[config.mk]
export PLATFORM = sky130hd
export DESIGN_NAME = gregorian_julian_date_converter
export DESIGN_NICKNAME = d
export VERILOG_FILES = /design/src/gjdc_pkg.sv /design/src/gjdc_cal2jd.sv /design/src/gjdc_jd2cal.sv /design/src/gjdc_outbuf.sv /design/src/gregorian_julian_date_converter.sv
export VERILOG_INCLUDE_DIRS = /design/src /design/src/src
export SDC_FILE = /design/constraint.sdc
export NUM_CORES = 2
export LEC_CHECK = 0
export ABC_AREA = 1
export BUFFER_PORTS_ARGS = -buffer_cell sky130_fd_sc_hd__buf_4
export CORE_UTILIZATION = 40
export CTS_BUF_LIST = sky130_fd_sc_hd__clkbuf_8 sky130_fd_sc_hd__clkbuf_16
export DETAILED_ROUTE_END_ITERATION = 6
export GPL_TIMING_DRIVEN = 0
export SLEW_MARGIN = 20
export SYNTH_ARGS = -nofsm -noshare
export SYNTH_HDL_FRONTEND = slang
export SYNTH_HIERARCHICAL = 1
export SYNTH_SLANG_ARGS = --single-unit
[constraint.sdc]
create_clock -name clk -period 15.3 [get_ports clk]
set_clock_uncertainty 0.2 [all_clocks]
set_input_delay 4.59 -clock clk [delete_from_list [all_inputs] [get_ports clk]]
set_output_delay 4.59 -clock clk [all_outputs]
set_load 0.005 [all_outputs]
[src/gregorian_julian_date_converter_macros.svh]
// Assertion macros for the Gregorian/Julian date converter.
// Included by the modules that check their own control logic; no other dependencies.
`ifndef GREGORIAN_JULIAN_DATE_CONVERTER_MACROS_SVH
`define GREGORIAN_JULIAN_DATE_CONVERTER_MACROS_SVH

// Same-cycle implication, disabled while reset is asserted.
`define GJDC_ASSERT_IMP(name, clk_sig, rst_sig, ante, cons, msg) \
	name: assert property (@(posedge clk_sig) disable iff (!rst_sig) (ante) |-> (cons)) \
		else $error(msg);

// Next-cycle implication, disabled while reset is asserted.
`define GJDC_ASSERT_NXT(name, clk_sig, rst_sig, ante, cons, msg) \
	name: assert property (@(posedge clk_sig) disable iff (!rst_sig) (ante) |=> (cons)) \
		else $error(msg);

`endif

[src/gjdc_pkg.sv]
// Shared types, constants and tables for the Gregorian/Julian date converter.
// No dependencies; used by every module of the block.
package gjdc_pkg;

	typedef logic [13:0] year_t;
	typedef logic [3:0]  month_t;
	typedef logic [4:0]  mday_t;
	typedef logic [4:0]  hour_t;
	typedef logic [5:0]  minute_t;
	typedef logic [5:0]  second_t;
	typedef logic [22:0] dnum_t;
	typedef logic [16:0] nsec_t;

	localparam logic OP_CAL2JD = 1'b0;
	localparam logic OP_JD2CAL = 1'b1;

	localparam dnum_t JD_OFFSET   = 23'd1721119;
	localparam dnum_t SPAN_LO_DAY = 23'd1721425;
	localparam dnum_t SPAN_HI_DAY = 23'd5373484;
	localparam nsec_t HALF_DAY     = 17'd43200;
	localparam nsec_t DAY_SECS     = 17'd86400;
	localparam nsec_t SEC_PER_HOUR = 17'd3600;
	localparam nsec_t SEC_PER_MIN  = 17'd60;
	localparam year_t MAX_YEAR     = 14'd9999;

	localparam logic [17:0] DAYS_400Y = 18'd146097;
	localparam logic [10:0] DAYS_4Y   = 11'd1461;
	localparam logic [7:0]  DAYS_5MO  = 8'd153;

	// Reciprocals for exact division by constants over the ranges in use:
	// floor(x / d) == (x * RECIP) >> shift.
	localparam logic [12:0] RECIP_100    = 13'd5243;     // shift 19
	localparam logic [23:0] RECIP_146097 = 24'd15051803; // shift 41
	localparam logic [19:0] RECIP_1461   = 20'd734937;   // shift 30
	localparam logic [15:0] RECIP_3600   = 16'd37283;    // shift 27
	localparam logic [12:0] RECIP_60     = 13'd4370;     // shift 18
	localparam logic [12:0] RECIP_153    = 13'd6854;     // shift 20
	localparam logic [7:0]  RECIP_5      = 8'd205;       // shift 10

	typedef struct packed {
		logic vld;
		logic op;
	} stage_ctl_t;

	typedef struct packed {
		dnum_t day_number;
		nsec_t noon_seconds;
		logic  range_error;
	} jd_res_t;

	typedef struct packed {
		year_t   year;
		month_t  month;
		mday_t   day;
		hour_t   hour;
		minute_t minute;
		second_t second;
		logic    range_error;
	} cal_res_t;

	typedef struct packed {
		year_t   year;
		month_t  month;
		mday_t   day;
		hour_t   hour;
		minute_t minute;
		second_t second;
		dnum_t   day_number;
		nsec_t   noon_seconds;
		logic    range_error;
	} res_t;

	// Days before the shifted month (March is month 0): (153 * m + 2) / 5.
	function automatic logic [8:0] month_offset(input logic [3:0] m);
		case (m)
			4'd0:    month_offset = 9'd0;
			4'd1:    month_offset = 9'd31;
			4'd2:    month_offset = 9'd61;
			4'd3:    month_offset = 9'd92;
			4'd4:    month_offset = 9'd122;
			4'd5:    month_offset = 9'd153;
			4'd6:    month_offset = 9'd184;
			4'd7:    month_offset = 9'd214;
			4'd8:    month_offset = 9'd245;
			4'd9:    month_offset = 9'd275;
			4'd10:   month_offset = 9'd306;
			4'd11:   month_offset = 9'd337;
			4'd12:   month_offset = 9'd367;
			default: month_offset = 9'd0;
		endcase
	endfunction

endpackage

[src/gjdc_cal2jd.sv]
// Calendar date and time to Julian day number and seconds since noon.
// Seven register stages advancing on en; depends on gjdc_pkg.
module gjdc_cal2jd (
	input  logic              clk,
	input  logic              en,
	input  gjdc_pkg::year_t   year,
	input  gjdc_pkg::month_t  month,
	input  gjdc_pkg::mday_t   day,
	input  gjdc_pkg::hour_t   hour,
	input  gjdc_pkg::minute_t minute,
	input  gjdc_pkg::second_t second,
	output gjdc_pkg::jd_res_t res
);

	// stage 1: flags, shifted month/year, seconds of day
	logic              all_zero, year_bad, late_month;
	logic [3:0]        m_c;
	gjdc_pkg::year_t   y_c;
	gjdc_pkg::nsec_t   secs_c;

	logic              zero_s1, bad_s1;
	logic [3:0]        m_s1;
	gjdc_pkg::year_t   y_s1;
	gjdc_pkg::nsec_t   secs_s1;
	gjdc_pkg::mday_t   day_s1;

	// stage 2
	logic              early;
	logic              zero_s2, bad_s2, dec_s2;
	logic [26:0]       pc_s2;
	gjdc_pkg::year_t   y_s2;
	gjdc_pkg::nsec_t   sa_s2;
	logic [8:0]        mt_s2;
	gjdc_pkg::mday_t   day_s2;

	// stage 3
	logic [6:0]        c_c;
	logic              zero_s3, bad_s3, dec_s3;
	logic [6:0]        c_s3, ya_s3;
	gjdc_pkg::nsec_t   sa_s3;
	logic [8:0]        mt_s3;
	gjdc_pkg::mday_t   day_s3;

	// stage 4
	logic [23:0]       p400_c;
	logic [17:0]       p4_c;
	logic              zero_s4, bad_s4, dec_s4;
	logic [21:0]       t1_s4;
	logic [15:0]       t2_s4;
	gjdc_pkg::nsec_t   sa_s4;
	logic [8:0]        mt_s4;
	gjdc_pkg::mday_t   day_s4;

	// stage 5..7
	logic              zero_s5, bad_s5;
	gjdc_pkg::dnum_t   a_s5, b_s5;
	gjdc_pkg::nsec_t   sa_s5;
	logic              zero_s6, bad_s6;
	gjdc_pkg::dnum_t   j_s6;
	gjdc_pkg::nsec_t   sa_s6;
	logic              in_span, kill;
	gjdc_pkg::jd_res_t res_s7;

	always_comb begin
		all_zero = (year == '0) && (month == '0) && (day == '0) && (hour == '0) &&
			(minute == '0) && (second == '0);
		year_bad = (year == '0) || (year > gjdc_pkg::MAX_YEAR);
		late_month = (month > 4'd2);
		// year starts in March
		m_c = late_month ? month - 4'd3 : month + 4'd9;
		y_c = late_month ? year : year - 14'd1;
		secs_c = 17'(hour) * gjdc_pkg::SEC_PER_HOUR + 17'(minute) * gjdc_pkg::SEC_PER_MIN +
			17'(second);
	end

	always_ff @(posedge clk) begin
		if (en) begin
			zero_s1 <= all_zero;
			bad_s1  <= year_bad;
			m_s1    <= m_c;
			y_s1    <= y_c;
			secs_s1 <= secs_c;
			day_s1  <= day;
		end
	end

	assign early = (secs_s1 < gjdc_pkg::HALF_DAY);

	always_ff @(posedge clk) begin
		if (en) begin
			zero_s2 <= zero_s1;
			bad_s2  <= bad_s1;
			pc_s2   <= 27'(y_s1) * 27'(gjdc_pkg::RECIP_100);
			y_s2    <= y_s1;
			// roll the day at noon: morning belongs to the previous day number
			sa_s2   <= early ? secs_s1 + gjdc_pkg::HALF_DAY : secs_s1 - gjdc_pkg::HALF_DAY;
			dec_s2  <= early;
			mt_s2   <= gjdc_pkg::month_offset(m_s1);
			day_s2  <= day_s1;
		end
	end

	assign c_c = pc_s2[25:19];

	always_ff @(posedge clk) begin
		if (en) begin
			zero_s3 <= zero_s2;
			bad_s3  <= bad_s2;
			dec_s3  <= dec_s2;
			c_s3    <= c_c;
			ya_s3   <= 7'(y_s2 - 14'(c_c) * 14'd100);
			sa_s3   <= sa_s2;
			mt_s3   <= mt_s2;
			day_s3  <= day_s2;
		end
	end

	assign p400_c = 24'(c_s3) * 24'(gjdc_pkg::DAYS_400Y);
	assign p4_c   = 18'(ya_s3) * 18'(gjdc_pkg::DAYS_4Y);

	always_ff @(posedge clk) begin
		if (en) begin
			zero_s4 <= zero_s3;
			bad_s4  <= bad_s3;
			dec_s4  <= dec_s3;
			t1_s4   <= p400_c[23:2];
			t2_s4   <= p4_c[17:2];
			sa_s4   <= sa_s3;
			mt_s4   <= mt_s3;
			day_s4  <= day_s3;
		end
	end

	always_ff @(posedge clk) begin
		if (en) begin
			zero_s5 <= zero_s4;
			bad_s5  <= bad_s4;
			a_s5    <= 23'(t1_s4) + 23'(t2_s4);
			b_s5    <= 23'(mt_s4) + 23'(day_s4) + gjdc_pkg::JD_OFFSET - 23'(dec_s4);
			sa_s5   <= sa_s4;
		end
	end

	always_ff @(posedge clk) begin
		if (en) begin
			zero_s6 <= zero_s5;
			bad_s6  <= bad_s5;
			j_s6    <= a_s5 + b_s5;
			sa_s6   <= sa_s5;
		end
	end

	// seconds since noon stay below a day, so compare day number first
	always_comb begin
		in_span = ((j_s6 > gjdc_pkg::SPAN_LO_DAY) ||
			((j_s6 == gjdc_pkg::SPAN_LO_DAY) && (sa_s6 >= gjdc_pkg::HALF_DAY))) &&
			((j_s6 < gjdc_pkg::SPAN_HI_DAY) ||
			((j_s6 == gjdc_pkg::SPAN_HI_DAY) && (sa_s6 < gjdc_pkg::HALF_DAY)));
		kill = zero_s6 || bad_s6 || !in_span;
	end

	always_ff @(posedge clk) begin
		if (en) begin
			res_s7.day_number   <= kill ? '0 : j_s6;
			res_s7.noon_seconds <= kill ? '0 : sa_s6;
			res_s7.range_error  <= !zero_s6 && (bad_s6 || !in_span);
		end
	end

	assign res = res_s7;

endmodule

[src/gjdc_jd2cal.sv]
// Julian day number and seconds since noon to calendar date and time.
// Seven register stages advancing on en; depends on gjdc_pkg.
module gjdc_jd2cal (
	input  logic               clk,
	input  logic               en,
	input  gjdc_pkg::dnum_t    day_number,
	input  gjdc_pkg::nsec_t    noon_seconds,
	output gjdc_pkg::cal_res_t res
);

	logic              all_zero, late, out_span;
	gjdc_pkg::dnum_t   jj_c;

	logic              zero_s1, bad_s1;
	logic [23:0]       x_s1;
	gjdc_pkg::nsec_t   s_s1;

	logic              zero_s2, bad_s2;
	logic [47:0]       py_s2;
	logic [32:0]       ph_s2;
	logic [23:0]       x_s2;
	gjdc_pkg::nsec_t   s_s2;

	logic [6:0]        yc_c;
	logic [23:0]       j2_c;
	gjdc_pkg::hour_t   hr_c;
	logic              zero_s3, bad_s3;
	logic [6:0]        yc_s3;
	logic [17:0]       w_s3;
	gjdc_pkg::hour_t   hour_s3;
	logic [11:0]       rem_s3;

	logic              zero_s4, bad_s4;
	logic [37:0]       pq_s4;
	logic [24:0]       pm_s4;
	logic [17:0]       w_s4;
	logic [6:0]        yc_s4;
	gjdc_pkg::hour_t   hour_s4;
	logic [11:0]       rem_s4;

	logic [6:0]        q_c;
	logic [10:0]       d3_c;
	logic [8:0]        d4_c;
	gjdc_pkg::minute_t mi_c;
	logic              zero_s5, bad_s5;
	gjdc_pkg::year_t   y_s5;
	logic [10:0]       v_s5;
	gjdc_pkg::hour_t   hour_s5;
	gjdc_pkg::minute_t min_s5;
	gjdc_pkg::second_t sec_s5;

	logic              zero_s6, bad_s6;
	logic [23:0]       pmo_s6;
	logic [10:0]       v_s6;
	gjdc_pkg::year_t   y_s6;
	gjdc_pkg::hour_t   hour_s6;
	gjdc_pkg::minute_t min_s6;
	gjdc_pkg::second_t sec_s6;

	logic [3:0]        mo_c;
	logic [7:0]        d5_c;
	logic [15:0]       pd_c;
	logic              kill;
	gjdc_pkg::cal_res_t res_s7;

	always_comb begin
		all_zero = (day_number == '0) && (noon_seconds == '0);
		late = (noon_seconds >= gjdc_pkg::HALF_DAY);
		out_span = (noon_seconds >= gjdc_pkg::DAY_SECS) ||
			(day_number < gjdc_pkg::SPAN_LO_DAY) ||
			((day_number == gjdc_pkg::SPAN_LO_DAY) && !late) ||
			(day_number > gjdc_pkg::SPAN_HI_DAY) ||
			((day_number == gjdc_pkg::SPAN_HI_DAY) && late);
		// afternoon rolls into the next civil day
		jj_c = day_number + 23'(late) - gjdc_pkg::JD_OFFSET;
	end

	always_ff @(posedge clk) begin
		if (en) begin
			zero_s1 <= all_zero;
			bad_s1  <= out_span;
			x_s1    <= {jj_c[21:0], 2'b00} - 24'd1;
			s_s1    <= late ? noon_seconds - gjdc_pkg::HALF_DAY :
				noon_seconds + gjdc_pkg::HALF_DAY;
		end
	end

	always_ff @(posedge clk) begin
		if (en) begin
			zero_s2 <= zero_s1;
			bad_s2  <= bad_s1;
			py_s2   <= 48'(x_s1) * 48'(gjdc_pkg::RECIP_146097);
			ph_s2   <= 33'(s_s1) * 33'(gjdc_pkg::RECIP_3600);
			x_s2    <= x_s1;
			s_s2    <= s_s1;
		end
	end

	always_comb begin
		yc_c = py_s2[47:41];
		j2_c = x_s2 - 24'(yc_c) * 24'(gjdc_pkg::DAYS_400Y);
		hr_c = ph_s2[31:27];
	end

	always_ff @(posedge clk) begin
		if (en) begin
			zero_s3 <= zero_s2;
			bad_s3  <= bad_s2;
			yc_s3   <= yc_c;
			// 4 * (j / 4) + 3
			w_s3    <= j2_c[17:0] | 18'd3;
			hour_s3 <= hr_c;
			rem_s3  <= 12'(s_s2 - 17'(hr_c) * gjdc_pkg::SEC_PER_HOUR);
		end
	end

	always_ff @(posedge clk) begin
		if (en) begin
			zero_s4 <= zero_s3;
			bad_s4  <= bad_s3;
			pq_s4   <= 38'(w_s3) * 38'(gjdc_pkg::RECIP_1461);
			pm_s4   <= 25'(rem_s3) * 25'(gjdc_pkg::RECIP_60);
			w_s4    <= w_s3;
			yc_s4   <= yc_s3;
			hour_s4 <= hour_s3;
			rem_s4  <= rem_s3;
		end
	end

	always_comb begin
		q_c  = pq_s4[36:30];
		d3_c = 11'(w_s4 - 18'(q_c) * 18'(gjdc_pkg::DAYS_4Y));
		d4_c = 9'((12'(d3_c) + 12'd4) >> 2);
		mi_c = pm_s4[23:18];
	end

	always_ff @(posedge clk) begin
		if (en) begin
			zero_s5 <= zero_s4;
			bad_s5  <= bad_s4;
			y_s5    <= 14'(yc_s4) * 14'd100 + 14'(q_c);
			v_s5    <= 11'(d4_c) * 11'd5 - 11'd3;
			hour_s5 <= hour_s4;
			min_s5  <= mi_c;
			sec_s5  <= 6'(rem_s4 - 12'(mi_c) * 12'd60);
		end
	end

	always_ff @(posedge clk) begin
		if (en) begin
			zero_s6 <= zero_s5;
			bad_s6  <= bad_s5;
			pmo_s6  <= 24'(v_s5) * 24'(gjdc_pkg::RECIP_153);
			v_s6    <= v_s5;
			y_s6    <= y_s5;
			hour_s6 <= hour_s5;
			min_s6  <= min_s5;
			sec_s6  <= sec_s5;
		end
	end

	always_comb begin
		mo_c = pmo_s6[23:20];
		d5_c = 8'(v_s6 - 11'(mo_c) * 11'(gjdc_pkg::DAYS_5MO));
		pd_c = (16'(d5_c) + 16'd5) * 16'(gjdc_pkg::RECIP_5);
		kill = zero_s6 || bad_s6;
	end

	always_ff @(posedge clk) begin
		if (en) begin
			// months counted from March; January and February close the year
			if (kill) begin
				res_s7.year  <= '0;
				res_s7.month <= '0;
			end else if (mo_c < 4'd10) begin
				res_s7.year  <= y_s6;
				res_s7.month <= mo_c + 4'd3;
			end else begin
				res_s7.year  <= y_s6 + 14'd1;
				res_s7.month <= mo_c - 4'd9;
			end
			res_s7.day         <= kill ? '0 : pd_c[14:10];
			res_s7.hour        <= kill ? '0 : hour_s6;
			res_s7.minute      <= kill ? '0 : min_s6;
			res_s7.second      <= kill ? '0 : sec_s6;
			res_s7.range_error <= !zero_s6 && bad_s6;
		end
	end

	assign res = res_s7;

endmodule

[src/gjdc_outbuf.sv]
// Output register plus skid entry that decouples the pipeline from the result channel.
// Depends on gjdc_pkg and the assertion macro header.
`include "gregorian_julian_date_converter_macros.svh"

module gjdc_outbuf (
	input  logic           clk,
	input  logic           arst_n,
	input  logic           push,
	input  gjdc_pkg::res_t push_data,
	output logic           pipe_en,
	output logic           out_valid,
	input  logic           out_ready,
	output gjdc_pkg::res_t out_data
);

	logic           out_v_q, skid_v_q;
	gjdc_pkg::res_t out_d_q, skid_d_q;
	logic           pop;

	assign pop     = out_v_q && out_ready;
	// hold the pipeline only once the skid entry is taken
	assign pipe_en = !skid_v_q;

	always_ff @(posedge clk or negedge arst_n) begin
		if (!arst_n) begin
			out_v_q  <= 1'b0;
			skid_v_q <= 1'b0;
		end else if (skid_v_q) begin
			if (pop) begin
				skid_v_q <= 1'b0;
			end
		end else if (push) begin
			if (out_v_q && !pop) begin
				skid_v_q <= 1'b1;
			end else begin
				out_v_q <= 1'b1;
			end
		end else if (pop) begin
			out_v_q <= 1'b0;
		end
	end

	always_ff @(posedge clk) begin
		if (skid_v_q) begin
			if (pop) begin
				out_d_q <= skid_d_q;
			end
		end else if (push) begin
			if (out_v_q && !pop) begin
				skid_d_q <= push_data;
			end else begin
				out_d_q <= push_data;
			end
		end
	end

	assign out_valid = out_v_q;
	assign out_data  = out_d_q;

	`GJDC_ASSERT_IMP(a_skid_needs_out, clk, arst_n, skid_v_q, out_v_q, "skid full with output empty")
	`GJDC_ASSERT_IMP(a_no_push_when_full, clk, arst_n, push, !skid_v_q, "push into full buffer")
	`GJDC_ASSERT_NXT(a_push_lands, clk, arst_n, push, out_v_q, "pushed request not held")
	`GJDC_ASSERT_NXT(a_skid_drains, clk, arst_n, skid_v_q && out_ready, out_v_q && !skid_v_q, "skid not drained")

endmodule

[src/gregorian_julian_date_converter.sv]
// Channel   Handshake              Payload
// request   in_valid / in_ready    op, in_year .. in_second, in_day_number, in_noon_seconds
// result    out_valid / out_ready  out_year .. out_second, out_day_number, out_noon_seconds,
//                                  range_error
//
// One request per clock while the skid entry is empty; a result passes through seven pipeline
// stages, both directions computed side by side, then the output register.
// arst_n clears the stage valid bits and the output buffer; no clearing pass is needed.
// A stalled result fills the skid entry, which freezes the pipeline and drops in_ready
// (a registered signal) until the skid entry is drained.
// Depends on gjdc_pkg, gjdc_cal2jd, gjdc_jd2cal, gjdc_outbuf and the macro header.
`include "gregorian_julian_date_converter_macros.svh"

module gregorian_julian_date_converter (
	input  logic              clk,
	input  logic              arst_n,
	input  logic              in_valid,
	output logic              in_ready,
	input  logic              op,
	input  gjdc_pkg::year_t   in_year,
	input  gjdc_pkg::month_t  in_month,
	input  gjdc_pkg::mday_t   in_day,
	input  gjdc_pkg::hour_t   in_hour,
	input  gjdc_pkg::minute_t in_minute,
	input  gjdc_pkg::second_t in_second,
	input  gjdc_pkg::dnum_t   in_day_number,
	input  gjdc_pkg::nsec_t   in_noon_seconds,
	output logic              out_valid,
	input  logic              out_ready,
	output gjdc_pkg::year_t   out_year,
	output gjdc_pkg::month_t  out_month,
	output gjdc_pkg::mday_t   out_day,
	output gjdc_pkg::hour_t   out_hour,
	output gjdc_pkg::minute_t out_minute,
	output gjdc_pkg::second_t out_second,
	output gjdc_pkg::dnum_t   out_day_number,
	output gjdc_pkg::nsec_t   out_noon_seconds,
	output logic              range_error
);

	logic                 en;
	gjdc_pkg::stage_ctl_t ctl_s1, ctl_s2, ctl_s3, ctl_s4, ctl_s5, ctl_s6, ctl_s7;
	gjdc_pkg::jd_res_t    jd_res;
	gjdc_pkg::cal_res_t   cal_res;
	gjdc_pkg::res_t       res_c, out_d;
	logic                 fields_set;

	gjdc_cal2jd u_cal2jd (
		.clk    (clk),
		.en     (en),
		.year   (in_year),
		.month  (in_month),
		.day    (in_day),
		.hour   (in_hour),
		.minute (in_minute),
		.second (in_second),
		.res    (jd_res)
	);

	gjdc_jd2cal u_jd2cal (
		.clk          (clk),
		.en           (en),
		.day_number   (in_day_number),
		.noon_seconds (in_noon_seconds),
		.res          (cal_res)
	);

	// valid and direction travel alongside the datapath stages
	always_ff @(posedge clk or negedge arst_n) begin
		if (!arst_n) begin
			ctl_s1 <= '0;
			ctl_s2 <= '0;
			ctl_s3 <= '0;
			ctl_s4 <= '0;
			ctl_s5 <= '0;
			ctl_s6 <= '0;
			ctl_s7 <= '0;
		end else if (en) begin
			ctl_s1.vld <= in_valid;
			ctl_s1.op  <= op;
			ctl_s2     <= ctl_s1;
			ctl_s3     <= ctl_s2;
			ctl_s4     <= ctl_s3;
			ctl_s5     <= ctl_s4;
			ctl_s6     <= ctl_s5;
			ctl_s7     <= ctl_s6;
		end
	end

	always_comb begin
		res_c = '0;
		if (ctl_s7.op == gjdc_pkg::OP_JD2CAL) begin
			res_c.year        = cal_res.year;
			res_c.month       = cal_res.month;
			res_c.day         = cal_res.day;
			res_c.hour        = cal_res.hour;
			res_c.minute      = cal_res.minute;
			res_c.second      = cal_res.second;
			res_c.range_error = cal_res.range_error;
		end else begin
			res_c.day_number   = jd_res.day_number;
			res_c.noon_seconds = jd_res.noon_seconds;
			res_c.range_error  = jd_res.range_error;
		end
	end

	gjdc_outbuf u_outbuf (
		.clk       (clk),
		.arst_n    (arst_n),
		.push      (en && ctl_s7.vld),
		.push_data (res_c),
		.pipe_en   (en),
		.out_valid (out_valid),
		.out_ready (out_ready),
		.out_data  (out_d)
	);

	assign in_ready         = en;
	assign out_year         = out_d.year;
	assign out_month        = out_d.month;
	assign out_day          = out_d.day;
	assign out_hour         = out_d.hour;
	assign out_minute       = out_d.minute;
	assign out_second       = out_d.second;
	assign out_day_number   = out_d.day_number;
	assign out_noon_seconds = out_d.noon_seconds;
	assign range_error      = out_d.range_error;

	assign fields_set = |{out_year, out_month, out_day, out_hour, out_minute, out_second,
		out_day_number, out_noon_seconds};

	`GJDC_ASSERT_IMP(a_err_clears_fields, clk, arst_n, out_valid && range_error, !fields_set, "error result carries data")

endmodule

-- Yosys cells after proc, flatten, opt, wreduce, memory -nomap -nowiden
Memory sizes are Yosys's and may differ from the RTL's. A register that Yosys moved wholly into a read port is not among the register bits.
Cells that the tools add are included.
- bits in registers: 981
- bits in read-only memories: 144
- bits of input ports: 85
- output and inout bits: 83
- word-level logic and storage cells: 257
- memories: 1
- add/subtract/negate cells: 30
- multiply operators: 19
- order comparisons: 12
- equal/unequal tests: 7
- mux-type cells: 19
- bitwise gates (word level): 1
- reduce and logical (&&, ||, !) cells: 47
- memories (name ; depth ; bits a word ; rd ports ; clocked after memory_dff ; wr ports ; line ; RTL):
    (name not given) ; 16 ; 9 ; 1 ; 1 ; 0 ; gjdc_pkg.sv:75 ; case (m)
- operators with widths (operator ; count):
    two-way mux 81 bit ; 4
    two-way mux 40 bit ; 2
    multiplier 24 x 24 -> 48 bit, second input constant ; 1
    == test 23 x 21 -> 1 bit, second input constant ; 2
    == test 23 bit, second input constant ; 2
    multiplier 18 x 20 -> 37 bit, second input constant ; 1
    adder 17 x 16 -> 17 bit, second input constant ; 2
    greater-or-equal comparator 17 x 16 -> 1 bit, second input constant ; 2
    less-than comparator 17 x 16 -> 1 bit, second input constant ; 2
    two-way mux 17 bit ; 2
    subtractor 17 x 16 -> 17 bit, second input constant ; 2
    multiplier 17 x 16 -> 32 bit, second input constant ; 1
    multiplier 14 x 13 -> 26 bit, second input constant ; 1
    multiplier 7 x 18 -> 24 bit, second input constant ; 1
    subtractor 24 x 1 -> 24 bit, second input constant ; 1
    adder 22 x 16 -> 23 bit ; 1
    adder 23 x 21 -> 23 bit, second input constant ; 1
    adder 23 bit ; 1
    > comparator 23 x 21 -> 1 bit, second input constant ; 1
    > comparator 23 bit, second input constant ; 1
    zero test 23 bit ; 1
    less-than comparator 23 x 21 -> 1 bit, second input constant ; 1
    less-than comparator 23 bit, second input constant ; 1
    multiplier 11 x 12 -> 23 bit, second input constant ; 1
    56 further kinds ; 100

-- Longest topological paths before layout
- word-level depth: 7
- depth in mapped cells: 35
- depth with buffers taken out: 35

-- Hierarchy
The synthesis kept the hierarchy.
- by module, submodules not included (module ; instances ; cells an instance ; area each (um^2) ; sequential area each (um^2)):
    gjdc_jd2cal ; 1 ; 4405 ; 42041.6 ; 8918.6
    gjdc_cal2jd ; 1 ; 2368 ; 24006.8 ; 10390.0
    gjdc_outbuf ; 1 ; 441 ; 6013.3 ; 4914.7
    gregorian_julian_date_converter ; 1 ; 235 ; 1258.7 ; 350.3

-- Worst setup path before layout
Ideal clock, no wire load.
- path kind: register to register
- start point: register u_outbuf.skid_v_q
- end point: register u_outbuf.out_d_q (netlist bit u_outbuf/out_data[0]) (enable)
- library setup time: 0.547 ns
- arrival time: 13.084 ns
- data required time: 14.553 ns
- setup slack: 1.469 ns
- cell stages (with the launch flop): 9
- path buffers: 3
- clock period less this slack: 13.831 ns
- path through: dfrtp_1 -> inv_2 -> buf_2 -> buf_4 -> buf_4 -> nand2_1 -> inv_1 -> nand2_1 -> a21oi_1
- cells in the longest elaborated chain, start to end: 4
- elaborated cells between the ends (all ways): 6
- classes of those cells: eq/ne: 2; reduce/logical: 4
- RTL lines (element ; line ; RTL):
    start, declared ; gjdc_outbuf.sv:16 ; logic out_v_q, skid_v_q;
    start signal, assigned ; gjdc_outbuf.sv:27 ; skid_v_q <= 1'b0;
    start signal, assigned ; gjdc_outbuf.sv:30 ; skid_v_q <= 1'b0;
    start signal, assigned ; gjdc_outbuf.sv:34 ; skid_v_q <= 1'b1;
    zero test 1 bit ; gjdc_outbuf.sv:22 ; assign pipe_en = !skid_v_q;
    net in_ready ; gregorian_julian_date_converter.sv:18 ; output logic in_ready,
    logical AND 1 bit ; gregorian_julian_date_converter.sv:110 ; .push (en && ctl_s7.vld),
    nonzero test 2 bit (no source line) ; -- ;
    AND reduction 3 bit (no source line) ; -- ;
    end signal, assigned ; gjdc_outbuf.sv:46 ; out_d_q <= skid_d_q;
    end signal, assigned ; gjdc_outbuf.sv:52 ; out_d_q <= push_data;
    end, declared ; gjdc_outbuf.sv:17 ; gjdc_pkg::res_t out_d_q, skid_d_q;
The timed path passes the listed nets, and every way through them passes these cells.
A chain may end at the register's enable or synchronous reset.

-- Worst setup path after layout
- start point: register u_outbuf.skid_v_q
- end point: output port in_ready
- cells in the longest elaborated chain, start to end: 1
- RTL lines (element ; line):
    zero test 1 bit ; gjdc_outbuf.sv:22
    end, declared ; gregorian_julian_date_converter.sv:18
Every way passes these cells.

==> summary.txt <==
Run status
  – Run status: completed

Clock network
  – CTS root buf: clkbuf_16
  – CTS tree: done
  – Worst-Skew Late Latency: 720 ps
  – Clock sink count: 821
  – Htree depth: 3
  – Clock transition at the registers of the reported paths: 60 ps
  – Clock buffer depth: 3
  – PostCTS Resize Cnt: 0
  – Postcts setup bufs: 0
  – CTS Buf Count: 91
  – Post-cts hold buffer count: 0

Setup path
  – Setup CP Type: reg2out
  – Top cell by count, worst path: buf_16
  – Critical Path RT: 10510 ps
  – Startpoint Class: flip-flop
  – Reg2Reg Depth: 19
  – CP max-delay cell: dfrtp_1
  – Critical path capture point type: output pin
  – CP max stage delay: 450 ps
  – Crit path cell chain: inv_2 > buf_8 > buf_16 > buf_16 > buf_16 > buf_16 > buf_4
  – Reg2Reg Setup Slack: 8150 ps
  – RR Startpoint: u_jd2cal/x_s1[2]
  – Crit path DAT: 3810 ps
  – Peak fanout along the critical path: 110
  – RR Endpoint: u_jd2cal/py_s2[44]

Drt
  – Vias per cell: 4.84
  – Post-Route WL: 157 mm
  – DRC Markers: 0
  – Vias: 49.2k
  – DRT iter0 DRCs: 2320
  – DRT antenna net count: 0
  – Wire per inst: 15.4 microns
  – First-pass DRT Iterations: 6

Floorplan
  – Die width: 430 microns
  – Die area: 185000 sq um
  – Die height: 430 microns
  – Site row count: 156
  – Core ar.: 181000 sq um
  – Initial Utilization: 0.404
  – Top Ports: 168

Hold path
  – Hold Startpoint: u_jd2cal/yc_s3[4]
  – Hold depth: 0
  – Worst min-delay path class: reg2reg
  – Worst Hold End: u_jd2cal/yc_s4[4]

Final layout
  – Final cell count without fillers: 10.2k
  – Share of cells above drive strength 1: 0.0571
  – Nets: 9548
  – Syn-to-layout area delta: 10.3%

STA
  – Final setup fails: 0
  – Worst-Margin Slew: 828 ps
  – Final hold vios: 0
  – Period utilization: 0.562
  – Fmax: 116 MHz
  – Max_slew headroom: 0.444
  – Worst hold slack: 181 ps
  – Slew Viols, Final: 0
  – Final min period: 8600 ps
  – RSZ-0062 raised after global routing: false
  – Final WS setup: 6700 ps

Yosys
  – Syn Nets: 9286
  – Top FF cell, synth: edfxtp_1
  – FFs w/ async S/R, synth: 0.0195
  – Seq/Total Area, Yosys: 0.335
  – Synthesized area: 73300 sq um
  – Cells after Synth: 7449
  – Number of flops mapped to enable cells by yosys: 805
  – Cell taking the most area after synthesis: edfxtp_1
  – Synthesis warning total: 6
  – Synthesized area per cell: 9.84 sq um
  – Top cells by area, synth: edfxtp_1 33%, ha_1 19%, fa_1 17%
  – Synth Register Bits: 821
  – Synth cell types: 56
  – Top-area cell type share of the netlist area: 0.330

Global route
  – Total GRT Usage: 0.172
  – First-pass GRT wire length: 257 mm
  – Initial antenna violation count: 10
  – Vias in the first global route: 50.2k
  – Remaining Overflow, GRT: 0
  – Largest net degree at the start of global routing: 111

Placement
  – Cells after DPL: 9988
  – Port-buffer cells: 159
  – Routability cong.: 0.910
  – Place WS: 6310 ps
  – Hpwl dp: 131 mm

Job
  – Max-cap viol count: 0
## metrics by stage
step	cell area [sq um]	TNS, ps	util
floorplan	73300	0	-
global placement	77500	-228040	0.427
detailed placement	77800	0	0.429
CTS	80900	0	0.446
global route	80900	0	0.446
finish	80900	0	0.446
## cells by family (layout without fill, tap and decap cells)
group | after synthesis | count (layout) | synth area share
adders and majority gates | 1752 | 1752 | 0.363
buffers and inverters | 1689 | 2027 | 0.0892
and+or+nand+nor | 2248 | 2248 | 0.129
DFF | 821 | 821 | 0.335
xor gates and xnor gates | 283 | 283 | 0.0338
other | 0 | 8 | 0
AOI/OAI and AO/OA | 656 | 656 | 0.0502
## cell usage in the layout (no fill, tap or decap), types with 92 or more instances in the layout
cell,Yosys,layout
clkbuf_16,0,92
ha_1,1130,1130
fa_1,622,622
nand2_1,1271,1271
nand3_1,235,235
a21oi_1,308,307
inv_1,1615,1632
xor2_1,193,193
buf_4,17,176
edfxtp_1,805,805
o21ai_0,186,186
nor2_1,465,465
## worst max path at each step
stage,start,endpoint,slack (ps),cells past startpoint
after floorplan,u_outbuf/skid_v_q,u_outbuf/out_data[0],1470,8
after global placement,u_outbuf/skid_v_q,u_outbuf/out_data[46],-2800,8
after detailed placement,in_minute[3],u_cal2jd/secs_s1[16],6310,22
after CTS,u_outbuf/skid_v_q,in_ready,6530,7
after global routing,u_outbuf/skid_v_q,in_ready,6350,7
final,u_outbuf/skid_v_q,in_ready,6700,7
## Yosys cell counts, drive strengths merged (7+ instances only)
cell and number:
nand3b 13, clkbuf 13, a21boi 11, dfrtp 16, o21a 13, o21ai 195, nand4 90, ha 1130
nand3 239, nand2 1293, o31ai 7, inv 1632, a31oi 17, nor4 23, nor2 489, xor2 193
o211ai 15, nor3 73, fa 622, buf 43, or2 14, edfxtp 805, a21o 35, o21bai 27
xnor2 90, a21oi 311
## critical path, delay by kind of cell, from the launching register on
kind / cells / cell delay, ps
buffers and inverters: 7 / 2340
flip-flops: 1 / 450
## state kept, by name, indices dropped and copies added (netlist names), 12 cells and up
| name | flops |
|---|---|
| u_cal2jd/sa_s6 | 17 |
| u_jd2cal/rem_s3 | 12 |
| u_cal2jd/res | 41 |
| u_cal2jd/sa_s3 | 17 |
| u_cal2jd/sa_s5 | 17 |
| u_cal2jd/t1_s4 | 22 |
| u_outbuf/skid_d_q | 81 |
| u_jd2cal/w_s3 | 16 |
| u_jd2cal/s_s1 | 17 |
| u_cal2jd/sa_s2 | 17 |
| u_cal2jd/y_s1 | 14 |
| u_jd2cal/x_s1 | 22 |
| u_jd2cal/y_s6 | 14 |
| u_cal2jd/secs_s1 | 17 |
| u_cal2jd/a_s5 | 23 |
| u_cal2jd/sa_s4 | 17 |
| u_jd2cal/res | 41 |
| u_jd2cal/y_s5 | 14 |
| u_jd2cal/x_s2 | 16 |
| u_cal2jd/j_s6 | 23 |
| u_cal2jd/t2_s4 | 16 |
| u_outbuf/out_data | 81 |
## metal layers
layer	vias to the layer above	track usage	part of all wire	routed length [microns]
met5	-	0	0.000083	13
met4	2	0.0415	0.022	3500
met3	199	0.0213	0.035	5550
met2	806	0.289	0.47	73600
met1	23500	0.234	0.47	74000
li1	24600	-	-	-
## cell type report
| type | count | area [sq um] |
|---|---|---|
| clock buffer | 97 | 2370 |
| inverter | 1633 | 6140 |
| antenna | 8 | 20.0 |
| multi-input combinational | 4939 | 42200 |
| buffer | 56 | 417 |
| fill | 17200 | 100000 |
| sequential | 821 | 24600 |
| tap | 2370 | 2970 |
| timing repair buffer | 169 | 1470 |
| clock inverter | 72 | 728 |
Power is left out: the tool's default activity adds up to more than one toggle a clock period on the data nets, which glitch-free logic cannot reach.
